[config.mk]
export PLATFORM = sky130hd
export DESIGN_NAME = stepper_pulse_generator
export DESIGN_NICKNAME = d
export VERILOG_FILES = /design/src/sv/spg_pkg.sv /design/src/sv/spg_mod_unit.sv /design/src/sv/stepper_pulse_generator.sv
export SDC_FILE = /design/constraint.sdc
export NUM_CORES = 1
export LEC_CHECK = 0
export BUFFER_PORTS_ARGS = -buffer_cell sky130_fd_sc_hd__buf_2
export CORE_ASPECT_RATIO = 0.8
export CORE_MARGIN = 10
export CORE_UTILIZATION = 30
export DETAILED_ROUTE_END_ITERATION = 6
export GPL_TIMING_DRIVEN = 0
export MAX_ROUTING_LAYER = met4
export PLACE_DENSITY = 0.45
export SLEW_MARGIN = 20
export SYNTH_ARGS = -nofsm -noshare
export SYNTH_HDL_FRONTEND = slang
export SYNTH_SLANG_ARGS = --single-unit
[constraint.sdc]
create_clock -name i_clk -period 4.5 [get_ports i_clk]
set_input_delay 0.675 -clock i_clk [delete_from_list [all_inputs] [get_ports i_clk]]
set_output_delay 0.675 -clock i_clk [all_outputs]
set_load 0.05 [all_outputs]
[src/sv/spg_pkg.sv]
// ----------------------------------------------------------------------------
// spg_pkg
// Shared types and constants of the step pulse generator.
// ----------------------------------------------------------------------------
`timescale 1ns / 1ps

package spg_pkg;

    localparam int NUM_CORRECTORS = 3;
    localparam int CMP_W          = 16;
    localparam int COUNT_W        = 24;
    localparam int OVF_W          = 8;
    localparam int CFG_IDX_W      = 3;
    localparam int CFG_DATA_W     = 24;
    localparam int CORR_IDX_W     = $clog2(NUM_CORRECTORS + 1);
    localparam int EXTRA_W        = $clog2(NUM_CORRECTORS + 1);
    localparam int STEP_CNT_W     = $clog2(COUNT_W);

    typedef enum logic [CFG_IDX_W-1:0] {
        CFG_PULSE_TICKS  = 3'd0,
        CFG_PAUSE_TICKS  = 3'd1,
        CFG_STEP_LIMIT   = 3'd2,
        CFG_OVF_RELOAD   = 3'd3,
        CFG_CORRECTOR_A  = 3'd4,
        CFG_CORRECTOR_B  = 3'd5,
        CFG_CORRECTOR_C  = 3'd6
    } t_cfg_idx;

    typedef enum logic [4:0] {
        S_IDLE  = 5'b00001,
        S_CSEL  = 5'b00010,
        S_CWAIT = 5'b00100,
        S_FIN   = 5'b01000,
        S_OUT   = 5'b10000
    } t_state;

    typedef struct packed {
        logic done;
        logic divides;
    } t_mod_status;

endpackage

[src/sv/spg_mod_unit.sv]
// ----------------------------------------------------------------------------
// spg_mod_unit
// Bit-serial remainder unit: tests whether a divisor divides the step count,
// one restoring step per cycle.
// ----------------------------------------------------------------------------
`timescale 1ns / 1ps

module spg_mod_unit (
    input  logic                        i_clk,
    input  logic                        i_rst_n,
    input  logic                        i_start,
    input  logic [spg_pkg::COUNT_W-1:0] i_dividend,
    input  logic [spg_pkg::CMP_W-1:0]   i_divisor,
    output spg_pkg::t_mod_status        o_status
);
    import spg_pkg::*;

    logic                  r_busy;
    logic                  r_done;
    logic [STEP_CNT_W-1:0] r_cnt;
    logic [COUNT_W-1:0]    r_dvd;
    logic [CMP_W-1:0]      r_div;
    logic [CMP_W-1:0]      r_rem;
    logic [CMP_W:0]        shifted;
    logic [CMP_W-1:0]      n_rem;

    always_comb begin
        shifted = {r_rem, r_dvd[COUNT_W-1]};
        if (shifted >= {1'b0, r_div}) begin
            n_rem = CMP_W'(shifted - {1'b0, r_div});
        end else begin
            n_rem = shifted[CMP_W-1:0];
        end
    end

    always_ff @(posedge i_clk) begin
        if (!i_rst_n) begin
            r_busy <= 1'b0;
            r_done <= 1'b0;
            r_cnt  <= '0;
        end else begin
            r_done <= r_busy && (r_cnt == '0);
            if (i_start) begin
                r_busy <= 1'b1;
                r_cnt  <= STEP_CNT_W'(COUNT_W - 1);
            end else if (r_busy) begin
                r_cnt <= r_cnt - 1'b1;
                if (r_cnt == '0) begin
                    r_busy <= 1'b0;
                end
            end
        end
    end

    always_ff @(posedge i_clk) begin
        if (i_start) begin
            r_dvd <= i_dividend;
            r_div <= i_divisor;
            r_rem <= '0;
        end else if (r_busy) begin
            r_dvd <= {r_dvd[COUNT_W-2:0], 1'b0};
            r_rem <= n_rem;
        end
    end

    assign o_status.done    = r_done;
    assign o_status.divides = (r_rem == '0);

    a_no_restart_busy: assert property (@(posedge i_clk) disable iff (!i_rst_n)
        i_start |-> !r_busy)
        else $error("remainder unit restarted while busy");

    a_done_once: assert property (@(posedge i_clk) disable iff (!i_rst_n)
        r_done |=> !r_done)
        else $error("remainder unit done held for two cycles");

endmodule

[src/sv/stepper_pulse_generator.sv]
// ----------------------------------------------------------------------------
// stepper_pulse_generator
// Step pulse generator for one stepper channel, driven by compare events.
// ----------------------------------------------------------------------------
// usage: a request with i_mode 1 restarts a move at i_start_compare; each
// request with i_mode 0 is one compare match of the timer. every request
// returns one result: step level, next compare value, step count and the
// overflow wait, finished and ignored flags.
// the configuration port takes a write whenever i_cfg_we is high; write it
// only while no request is in flight.
// restart, overflow wait, pulse start and ignored events pass from the idle
// state to the output state, which loads the result. a pulse end runs the
// corrector check on the shared bit-serial remainder unit, once for each
// nonzero divisor, then goes through the finish state to the output state.
// one request is worked on at a time; o_ready is low from acceptance until
// the result is moved into the output register, so a new request is only
// taken once the result of the last one has been moved there.
// the output register holds a result while i_ready is low; the next request
// can be taken meanwhile but its result waits until the register frees.
// reset: synchronous and active low, loads the register defaults, disarms
// the block and empties the output register.
// ----------------------------------------------------------------------------
`timescale 1ns / 1ps

module stepper_pulse_generator (
    input  logic                           i_clk,
    input  logic                           i_rst_n,
    input  logic                           i_cfg_we,
    input  logic [spg_pkg::CFG_IDX_W-1:0]  i_cfg_idx,
    input  logic [spg_pkg::CFG_DATA_W-1:0] i_cfg_data,
    input  logic                           i_valid,
    output logic                           o_ready,
    input  logic                           i_mode,
    input  logic [spg_pkg::CMP_W-1:0]      i_start_compare,
    output logic                           o_valid,
    input  logic                           i_ready,
    output logic                           o_step_level,
    output logic [spg_pkg::CMP_W-1:0]      o_compare_value,
    output logic [spg_pkg::COUNT_W-1:0]    o_step_count,
    output logic                           o_overflow_wait,
    output logic                           o_finished,
    output logic                           o_ignored
);
    import spg_pkg::*;

    // configuration
    logic [CMP_W-1:0]   r_pulse_ticks;
    logic [CMP_W-1:0]   r_pause_ticks;
    logic [COUNT_W-1:0] r_step_limit;
    logic [OVF_W-1:0]   r_ovf_reload;
    logic [CMP_W-1:0]   r_corr_a;
    logic [CMP_W-1:0]   r_corr_b;
    logic [CMP_W-1:0]   r_corr_c;

    // channel state
    t_state             r_state, n_state;
    logic               r_high, n_high;
    logic [CMP_W-1:0]   r_compare, n_compare;
    logic [COUNT_W-1:0] r_pulses, n_pulses;
    logic [OVF_W-1:0]   r_ovf_left, n_ovf_left;
    logic               r_armed, n_armed;
    logic               r_flag_wait, n_flag_wait;
    logic               r_flag_fin, n_flag_fin;
    logic               r_flag_ign, n_flag_ign;
    logic [EXTRA_W-1:0] r_extra, n_extra;
    logic [CORR_IDX_W-1:0] r_corr_idx, n_corr_idx;

    // output register
    logic               r_out_valid, n_out_valid;
    logic               r_out_level;
    logic [CMP_W-1:0]   r_out_compare;
    logic [COUNT_W-1:0] r_out_count;
    logic               r_out_wait;
    logic               r_out_fin;
    logic               r_out_ign;
    logic               out_load;

    logic [CMP_W-1:0]   sel_div;
    logic               corr_active;
    logic               mod_start;
    t_mod_status        mod_status;

    always_ff @(posedge i_clk) begin
        if (!i_rst_n) begin
            r_pulse_ticks <= CMP_W'(100);
            r_pause_ticks <= CMP_W'(1000);
            r_step_limit  <= '0;
            r_ovf_reload  <= '0;
            r_corr_a      <= '0;
            r_corr_b      <= '0;
            r_corr_c      <= '0;
        end else if (i_cfg_we) begin
            unique case (i_cfg_idx)
                CFG_PULSE_TICKS: r_pulse_ticks <= i_cfg_data[CMP_W-1:0];
                CFG_PAUSE_TICKS: r_pause_ticks <= i_cfg_data[CMP_W-1:0];
                CFG_STEP_LIMIT:  r_step_limit  <= i_cfg_data[COUNT_W-1:0];
                CFG_OVF_RELOAD:  r_ovf_reload  <= i_cfg_data[OVF_W-1:0];
                CFG_CORRECTOR_A: r_corr_a      <= i_cfg_data[CMP_W-1:0];
                CFG_CORRECTOR_B: r_corr_b      <= i_cfg_data[CMP_W-1:0];
                CFG_CORRECTOR_C: r_corr_c      <= i_cfg_data[CMP_W-1:0];
                default: begin
                end
            endcase
        end
    end

    // corrector divisor for the current slot
    always_comb begin
        case (r_corr_idx)
            CORR_IDX_W'(0): sel_div = r_corr_a;
            CORR_IDX_W'(1): sel_div = r_corr_b;
            CORR_IDX_W'(2): sel_div = r_corr_c;
            default:        sel_div = '0;
        endcase
    end

    assign corr_active = (r_corr_idx < CORR_IDX_W'(NUM_CORRECTORS));
    assign mod_start   = (r_state == S_CSEL) && corr_active && (sel_div != '0);
    assign out_load    = (r_state == S_OUT) && (!r_out_valid || i_ready);
    assign o_ready     = (r_state == S_IDLE);

    spg_mod_unit u_mod (
        .i_clk      (i_clk),
        .i_rst_n    (i_rst_n),
        .i_start    (mod_start),
        .i_dividend (r_pulses),
        .i_divisor  (sel_div),
        .o_status   (mod_status)
    );

    always_comb begin
        n_state     = r_state;
        n_high      = r_high;
        n_compare   = r_compare;
        n_pulses    = r_pulses;
        n_ovf_left  = r_ovf_left;
        n_armed     = r_armed;
        n_flag_wait = r_flag_wait;
        n_flag_fin  = r_flag_fin;
        n_flag_ign  = r_flag_ign;
        n_extra     = r_extra;
        n_corr_idx  = r_corr_idx;
        n_out_valid = r_out_valid;
        if (r_out_valid && i_ready) begin
            n_out_valid = 1'b0;
        end
        unique case (r_state)
            S_IDLE: begin
                if (i_valid) begin
                    n_flag_wait = 1'b0;
                    n_flag_fin  = 1'b0;
                    n_flag_ign  = 1'b0;
                    n_state     = S_OUT;
                    if (i_mode) begin
                        n_compare  = i_start_compare;
                        n_ovf_left = r_ovf_reload;
                        n_pulses   = '0;
                        n_high     = 1'b0;
                        n_armed    = 1'b1;
                    end else if (!r_armed) begin
                        n_flag_ign = 1'b1;
                    end else if (r_high) begin
                        n_extra    = '0;
                        n_corr_idx = '0;
                        n_state    = S_CSEL;
                    end else if (r_ovf_left != '0) begin
                        n_ovf_left  = r_ovf_left - 1'b1;
                        n_flag_wait = 1'b1;
                    end else begin
                        n_high     = 1'b1;
                        n_compare  = r_compare + r_pulse_ticks;
                        n_pulses   = r_pulses + 1'b1;
                        n_ovf_left = r_ovf_reload;
                    end
                end
            end
            S_CSEL: begin
                if (!corr_active) begin
                    n_state = S_FIN;
                end else if (sel_div == '0) begin
                    n_corr_idx = r_corr_idx + 1'b1;
                end else begin
                    n_state = S_CWAIT;
                end
            end
            S_CWAIT: begin
                if (mod_status.done) begin
                    if (mod_status.divides) begin
                        n_extra = r_extra + 1'b1;
                    end
                    n_corr_idx = r_corr_idx + 1'b1;
                    n_state    = S_CSEL;
                end
            end
            S_FIN: begin
                n_high    = 1'b0;
                n_compare = r_compare + r_pause_ticks + CMP_W'(r_extra);
                if (r_pulses >= r_step_limit) begin
                    n_armed    = 1'b0;
                    n_flag_fin = 1'b1;
                end
                n_state = S_OUT;
            end
            S_OUT: begin
                if (out_load) begin
                    n_out_valid = 1'b1;
                    n_state     = S_IDLE;
                end
            end
            default: begin
                n_state = S_IDLE;
            end
        endcase
    end

    always_ff @(posedge i_clk) begin
        if (!i_rst_n) begin
            r_state     <= S_IDLE;
            r_high      <= 1'b0;
            r_compare   <= '0;
            r_pulses    <= '0;
            r_ovf_left  <= '0;
            r_armed     <= 1'b0;
            r_flag_wait <= 1'b0;
            r_flag_fin  <= 1'b0;
            r_flag_ign  <= 1'b0;
            r_extra     <= '0;
            r_corr_idx  <= '0;
            r_out_valid <= 1'b0;
        end else begin
            r_state     <= n_state;
            r_high      <= n_high;
            r_compare   <= n_compare;
            r_pulses    <= n_pulses;
            r_ovf_left  <= n_ovf_left;
            r_armed     <= n_armed;
            r_flag_wait <= n_flag_wait;
            r_flag_fin  <= n_flag_fin;
            r_flag_ign  <= n_flag_ign;
            r_extra     <= n_extra;
            r_corr_idx  <= n_corr_idx;
            r_out_valid <= n_out_valid;
        end
    end

    always_ff @(posedge i_clk) begin
        if (out_load) begin
            r_out_level   <= r_high;
            r_out_compare <= r_compare;
            r_out_count   <= r_pulses;
            r_out_wait    <= r_flag_wait;
            r_out_fin     <= r_flag_fin;
            r_out_ign     <= r_flag_ign;
        end
    end

    assign o_valid         = r_out_valid;
    assign o_step_level    = r_out_level;
    assign o_compare_value = r_out_compare;
    assign o_step_count    = r_out_count;
    assign o_overflow_wait = r_out_wait;
    assign o_finished      = r_out_fin;
    assign o_ignored       = r_out_ign;

    a_one_flag: assert property (@(posedge i_clk) disable iff (!i_rst_n)
        o_valid |-> ($countones({o_overflow_wait, o_finished, o_ignored}) <= 1))
        else $error("more than one result flag set");

    a_ignored_low: assert property (@(posedge i_clk) disable iff (!i_rst_n)
        (o_valid && o_ignored) |-> !o_step_level)
        else $error("ignored event reported with step output high");

    a_finished_low: assert property (@(posedge i_clk) disable iff (!i_rst_n)
        (o_valid && o_finished) |-> !o_step_level)
        else $error("finished reported with step output high");

    a_busy_after_accept: assert property (@(posedge i_clk) disable iff (!i_rst_n)
        (i_valid && o_ready) |=> !o_ready)
        else $error("request taken while the previous one is in flight");

    a_disarmed_low: assert property (@(posedge i_clk) disable iff (!i_rst_n)
        !r_armed |-> !r_high)
        else $error("step output high while disarmed");

endmodule
## Word-level counts from Yosys, hierarchy flattened

Cells that the tools add are included.

- Register bits: 282
- Output and inout port bits: 46

- Add/subtract/negate cells: 9
- $lt $le $gt $ge: 3
- Equal/unequal tests: 30
- Multiplexer cells: 65
- Bitwise gates (word level): 1
- Reduce and logical (&&, ||, !) cells: 37

Operator list:

| cell | count |
|---|---|
| $mux W24 | 6 |
| $mux W16 | 6 |
| $mux W5 | 10 |
| $pmux W16 S3 | 1 |
| $add A16 B16 Y16 | 2 |
| $logic_not A16 Y1 | 2 |
| $mux W8 | 4 |
| $pmux W16 S2 | 1 |
| $pmux W5 S5 | 1 |
| $add A24 B1 Y24 const B | 1 |
| $ge A24 B24 Y1 | 1 |
| $mux W1 | 22 |
| $mux W2 | 9 |
| $ge A17 B16 Y1 | 1 |
| $add A16 B2 Y16 | 1 |
| $ne A2 B2 Y1 const B | 8 |
| $reduce_and A2 Y1 | 8 |
| $reduce_bool A16 Y1 | 1 |
| $sub A16 B16 Y16 | 1 |
| $reduce_and A4 Y1 | 3 |
| $ne A2 B1 Y1 const B | 5 |
| $reduce_and A5 Y1 | 2 |
| $eq A3 B3 Y1 const B | 3 |
| $ne A3 B3 Y1 const B | 3 |
| 31 further kinds | 43 |

## Longest topological paths before layout

- Word-level depth: 7
- Mapped depth: 13
- Gate-level depth less buffers: 13

## By module

A second synthesis with hierarchy kept.

- Cells, all modules: 1,632
- Area, all modules: 14,804.2 um^2

Modules (own cells, without submodules):

| module | times used | cells each | area an instance (um^2) |
|---|---|---|---|
| stepper_pulse_generator | 1 | 1,279 | 11,148.2 |
| spg_mod_unit | 1 | 353 | 3,656.0 |

## Worst setup path before layout

Ideal clock, no wire load.

- Path kind: register -> register
- From: register r_state[1]
- To: register r_out_compare[0] (netlist: o_compare_value[0]), enable pin
- Library setup time: 0.450 ns
- Data arrival time: 2.790 ns
- Setup slack: 1.259 ns
- Cell stages (with the launch flop): 4
- Buffers on the path: 0
- Cells stage by stage: dfxtp_1 nor3_1 nand3b_1 nor2b_1

- Word-level cells in the longest chain between the ends: 2

RTL lines:

| item | line | RTL |
|---|---|---|
| start, declared | stepper_pulse_generator.sv:56 | `t_state r_state, n_state;` |
| start signal, assigned | stepper_pulse_generator.sv:231 | `r_state <= n_state;` |
| $eq A5 B5 Y1 | stepper_pulse_generator.sv:119 | `assign out_load = (r_state == S_OUT) && (!r_out_valid \|\| i_ready);` |
| $logic_and A1 B1 Y1 | stepper_pulse_generator.sv:119 |  |
| net out_load | stepper_pulse_generator.sv:76 | `logic out_load;` |
| end signal, assigned | stepper_pulse_generator.sv:249 | `r_out_compare <= r_compare;` |
| end, declared | stepper_pulse_generator.sv:71 | `logic [CMP_W-1:0] r_out_compare;` |

The timed path passes the listed nets, and every way through them passes these cells.
A chain may end at the register's enable or synchronous reset.

## Final worst setup path

- From: register r_corr_idx[0]
- To: register u_mod.r_dvd[18], enable pin

- Word-level cells in the longest chain between the ends: 5
- Elaborated cells on any way between the ends: 9
- Those cells by class: 1 x order compare; 2 x eq/ne; 1 x mux; 5 x reduce/logical

RTL lines:

| item | line | RTL |
|---|---|---|
| start, declared | stepper_pulse_generator.sv:66 | `logic [CORR_IDX_W-1:0] r_corr_idx, n_corr_idx;` |
| start signal, assigned | stepper_pulse_generator.sv:241 | `r_corr_idx <= n_corr_idx;` |
| $eq A2 B2 Y1, or another cell as far along | stepper_pulse_generator.sv:109 | `case (r_corr_idx)` |
| $pmux W16 S3 | stepper_pulse_generator.sv:109 |  |
| $reduce_bool A16 Y1 | stepper_pulse_generator.sv:118 | `assign mod_start = (r_state == S_CSEL) && corr_active && (sel_div != '0);` |
| $logic_and A1 B1 Y1 (*) | stepper_pulse_generator.sv:118 |  |
| $reduce_bool A2 Y1 (no line) (*) | n/a |  |
| end signal, assigned | spg_mod_unit.sv:57 | `r_dvd <= i_dividend;` |
| end signal, assigned | spg_mod_unit.sv:61 | `r_dvd <= {r_dvd[COUNT_W-2:0], 1'b0};` |
| end, declared | spg_mod_unit.sv:21 | `logic [COUNT_W-1:0] r_dvd;` |

Every way passes the cells marked *; elsewhere a longest branch is shown, timed or not.

==> run summary <==
The flow ran to the end, and the final reports show no timing, DRC or antenna violations. The count of cells in the finished layout, fillers not included, comes to 2370. The relative contribution of the clock network to total power was 43.7%; the leakage power was 6.416 nW. The first detailed-routing pass ran for 5 iterations. Counting flops and latches in the post-synthesis netlist gives 282. The highest achievable clock rate is 0.2434 GHz. At the end of routability-driven placement, the weighted congestion stood at 0.8351. The logs give 0 for the count of warnings emitted by yosys and 2307 for the count of placed standard cells including taps. In the detailed route, the total length drawn on met2 is 19960 µm. The startpoint identified for the worst register-to-register timing path is r_corr_idx[0].

A synthesized cell averages 9.029 µm². Of the total synthesized cell area, the portion taken by AND, OR, NAND and NOR gates is 18.75%. The post-route worst setup slack was 0.3918 ns. The area share of the leading cell type in the synthesized netlist works out to 27.58%.

Global routing consumed, over all layers together, 16.33% of the routing resources. The share of flip-flops with an asynchronous set or reset is 0%, and the DRC violation total after the first TritonRoute iteration is 963. The floorplan has 71 rows.

The number of antenna violations at the first check in global routing is 2, and the minimum period implied by the final worst setup slack is 4.108 ns. By area the synthesized netlist is led by sky130_fd_sc_hd__dfxtp_1 (28%), sky130_fd_sc_hd__edfxtp_1 (18%), sky130_fd_sc_hd__ha_1 (8.0%). OpenSTA, run right after detailed placement, puts the worst setup slack at 0.2389 ns. The worst setup path category is reg -> reg. The library cell with the largest summed area after synthesis is sky130_fd_sc_hd__dfxtp_1. The tools report the final max-slew violation count as 0.

The net count of the mapped netlist was 1738. Along the worst hold path, the cell count comes to 3. The tools report the hold violation count in the final report as 0. The number of hold buffers added after CTS was 0.

The routed wire length was 46370 µm; the setup skew after layout was 0.01850 ns. The clock input transition at the sequential cells of the worst setup and hold paths works out to 0.06 ns. The most common flop cell mapped by yosys is sky130_fd_sc_hd__dfxtp_1. The total of buffers placed on input and output ports was 93. Setup repair after global routing left no endpoint under its margin.

The category of the worst setup path launch point was a flop. The switching power as a share of total power came out at 26.86%. The average detailed-routed wire length per instance was 19.56 µm. For this configuration, the core starts out at a cell density of 30.47%. For the signal arrival time at the worst endpoint, the log shows 4.30 ns.

The worst slew slack as a fraction of its limit was 35.01%; the antenna violation net count after detailed routing was 0. Largest net degree at the start of global routing: 26. After global routing the overflow that remains totals 0. After Yosys synthesis, full adders, half adders and majority gates account for 8.705% of the synthesized area. The setup check on the worst reg-to-reg path leaves a slack of 0.39 ns.

The clock tree synthesis step divided the H-tree into 2 levels. The endpoint of the lowest-slack register-to-register path is u_mod.r_dvd[18]. After synthesis, the largest family of logic cells by area is simple AND/OR/NAND/NOR gates.

The power per unit of standard cell area was 365.7 mW/mm². The post-synthesis xor/xnor area fraction was 3.229%; the layout net count was 1869. The maximum fanout encountered on the critical timing path came out at 24. After detailed routing, the number of remaining DRC violations is 0. For this design the top-level I/O count stands at 95. The signed area change from the synthesized netlist to the final layout was 16.64%; the wire length the detailed router placed on met1 was 22230 µm.

The floorplan die width was 264.7 µm. The clock drives 282 sinks. The worst min-delay path category is in -> reg. Setup violations remaining at the end of the flow were counted as 0. Internal power comes to 0.004484 W. Clock tree synthesis selected as its root buffer the cell sky130_fd_sc_hd__clkbuf_16. Combinational logic burns 11.6% of the power.

Data on the critical path is required at its endpoint by 4.70 ns. The tools report the number of distinct library cells after synthesis as 77. For hold timing, the worst endpoint is r_step_limit[17]. In this run the cell area of the synthesized design comes to 0.01437 mm².

The cell count after synthesis came out at 1592. STA classifies the critical path endpoint as a flop. The multiplexer area fraction after synthesis was 2.794%. The tools report the via count of the first global-routing pass as 11.81k. For this design the total switching power over the nets is 0.001647 W. Summing the areas of all compound-gate instances in the mapped netlist gives 17.46% of the synthesized area. Using the TritonRoute via totals, the vias-per-cell ratio works out to 5.051.

The global-route wire length before repair is 71210 µm. The slew at the pin with the worst max-slew slack was 0.9749 ns; the area inside the core boundary was 0.04717 mm². The HPWL after detailed placement is 34400 µm. The largest voltage drop on the vdd net is 0.2149 mV. The final clock period utilization by the worst path is 91.29%, and the number of filler instances in the final layout is 4830.

For the worst-skew pair, the clock arrives at the later sink with an insertion delay of 0.52 ns. The number of cells on the worst reg-to-reg path is 9. In this run the top signal layer used is met4. Of the cells placed in the final design, the portion with a size suffix greater than 1 is 11.27%. For the sum of met3 wire segment lengths after detailed routing, the log shows 2910 µm.

The tools report the total via count in the routed design as 11.97k. The CTS buffer count came out at 34. In this run the deepest clock path goes through 3 buffers. The count of flip-flops with a built-in enable after synthesis works out to 84.

The sequential power share is 44.7%. Sequential elements use 45.13% of the synthesized area. From bottom edge to top edge, the die measures 215.8 µm. Across the run, the number of max-cap violations was 0. The worst hold path begins at i_cfg_data[17]. The die covers 0.05712 mm². TritonCTS built the clock tree.

After clock tree synthesis, the setup repair step added 0 buffers.
cells in the mapped netlist, drive strengths merged (20+ instances only):
cell type,instances
nor2b,20
edfxtp,84
nand2,293
a21boi,37
dfxtp,198
nor2,118
mux2,25
nand4,22
nand3,35
a211oi,21
inv,77
xnor2,25
a21o,21
o21ai,48
nor3,32
a21oi,137
xor2,28
clkbuf,61
ha,92
area by class of cell:
type,count,area (µm²),area share [%]
antenna,2,5.005,0.02985
buffer,69,272.8,1.627
sequential,282,6486,38.69
clock buffer,49,1011,6.030
timing repair buffer,95,513.0,3.060
tap,620,775.7,4.627
inverter,78,292.8,1.746
clock inverter,12,68.82,0.4104
multi-input combinational,1163,7341,43.78
per-layer routing:
layer / GRT usage [%] / vias to the layer above
met1: 22.24 / 5631
met5: - / -
met4: 4.878 / 0
li1: - / 5938
met3: 2.818 / 82
met2: 24.34 / 321
registers in the layout, indices dropped and copies added, names as in the netlist, 2 cells and up:
register / flops
u_mod.r_rem: 16
r_pause_ticks: 16
u_mod.r_div: 16
o_compare_value: 16
r_state: 5
r_corr_b: 16
r_corr_a: 16
r_extra: 2
r_pulses: 24
r_ovf_left: 8
r_corr_idx: 2
r_corr_c: 16
r_ovf_reload: 8
o_step_count: 24
r_compare: 16
u_mod.r_cnt: 5
u_mod.r_dvd: 24
r_step_limit: 24
r_pulse_ticks: 16
worst max-delay path, stage by stage (launching register included):
cell and delay [ns]:
sky130_fd_sc_hd__dfxtp_1 0.43, sky130_fd_sc_hd__inv_1 0.09, sky130_fd_sc_hd__ha_1 0.32, sky130_fd_sc_hd__clkbuf_1 0.30, sky130_fd_sc_hd__a222oi_1 0.57, sky130_fd_sc_hd__nand4_1 0.26
sky130_fd_sc_hd__o41ai_4 0.55, sky130_fd_sc_hd__nor3_1 0.21, sky130_fd_sc_hd__clkbuf_1 0.39, sky130_fd_sc_hd__or2_2 0.64
layout by cell type (no fill, tap or decap), types with 20 or more instances in the layout:
master                      Yosys  layout
sky130_fd_sc_hd__xor2_1        28      28
sky130_fd_sc_hd__a211oi_1      20      20
sky130_fd_sc_hd__o21ai_0       48      48
sky130_fd_sc_hd__dfxtp_1      198     198
sky130_fd_sc_hd__nand3_1       35      35
sky130_fd_sc_hd__clkbuf_16      0      37
sky130_fd_sc_hd__buf_2          5      98
sky130_fd_sc_hd__inv_1         77      77
sky130_fd_sc_hd__nand4_1       22      22
sky130_fd_sc_hd__edfxtp_1      84      84
sky130_fd_sc_hd__a21boi_0      35      35
sky130_fd_sc_hd__nor3_1        32      32
sky130_fd_sc_hd__mux2_2        25      25
sky130_fd_sc_hd__clkbuf_1      61      69
sky130_fd_sc_hd__nor2_1       118     118
sky130_fd_sc_hd__ha_1          92      92
sky130_fd_sc_hd__a21oi_1      137     137
sky130_fd_sc_hd__nand2_1      293     293
sky130_fd_sc_hd__a21o_1        21      21
sky130_fd_sc_hd__xnor2_1       25      25
through the flow:
| stage | area [µm²] | hold slack [ns] | TNS [ns] | utilization, % | total power (W) |
|---|---|---|---|---|---|
| after floorplan | 14370 | 0.4081 | 0 | - | 0.003255 |
| after global placement | 15620 | 0.4188 | -32.63 | 33.10 | 0.003493 |
| after detailed placement | 15670 | 0.4220 | 0 | 33.22 | 0.003502 |
| after CTS | 16750 | 0.3821 | 0 | 35.51 | 0.006207 |
| after global routing | 16760 | 0.3953 | 0 | 35.54 | 0.006380 |
| final | 16770 | 0.4014 | 0 | 35.54 | 0.006131 |
worst max path at each step:
stage                       start                  to  slack, ns  cells past startpoint
floorplan              r_state[1]  o_compare_value[0]       1.26                      3
CTS                 r_corr_idx[0]     u_mod.r_dvd[23]       0.23                      9
detailed placement  r_corr_idx[0]     u_mod.r_dvd[18]       0.24                      9
global route        r_corr_idx[0]     u_mod.r_dvd[18]       0.04                      9
finish              r_corr_idx[0]     u_mod.r_dvd[18]       0.39                      9
global placement          i_ready  o_compare_value[3]      -0.75                      3
power by group through the flow:
stage	Clock (W)	Combinational, W	Sequential, W
floorplan	0	0.000418	0.00284
global placement	0	0.000692	0.00280
detailed placement	0	0.000705	0.00280
CTS	0.00276	0.000708	0.00274
global route	0.00285	0.000784	0.00275
finish	0.00268	0.000711	0.00274
cell families (layout without fill, tap and decap cells):
group | Yosys count | in the layout
other cells | 0 | 2
simple gates | 599 | 599
mux | 37 | 37
flops | 282 | 282
compound gates | 377 | 377
buf+inv | 147 | 303
xor+xnor | 53 | 53
fa+ha+maj | 97 | 97
repair_timing:
action / CTS / global route
gates resized for setup: 0 / 1
hold endpoints to repair: 0 / 0
endpoints found under the setup margin: 0 / 17
Power figures use the tool's default switching activity.
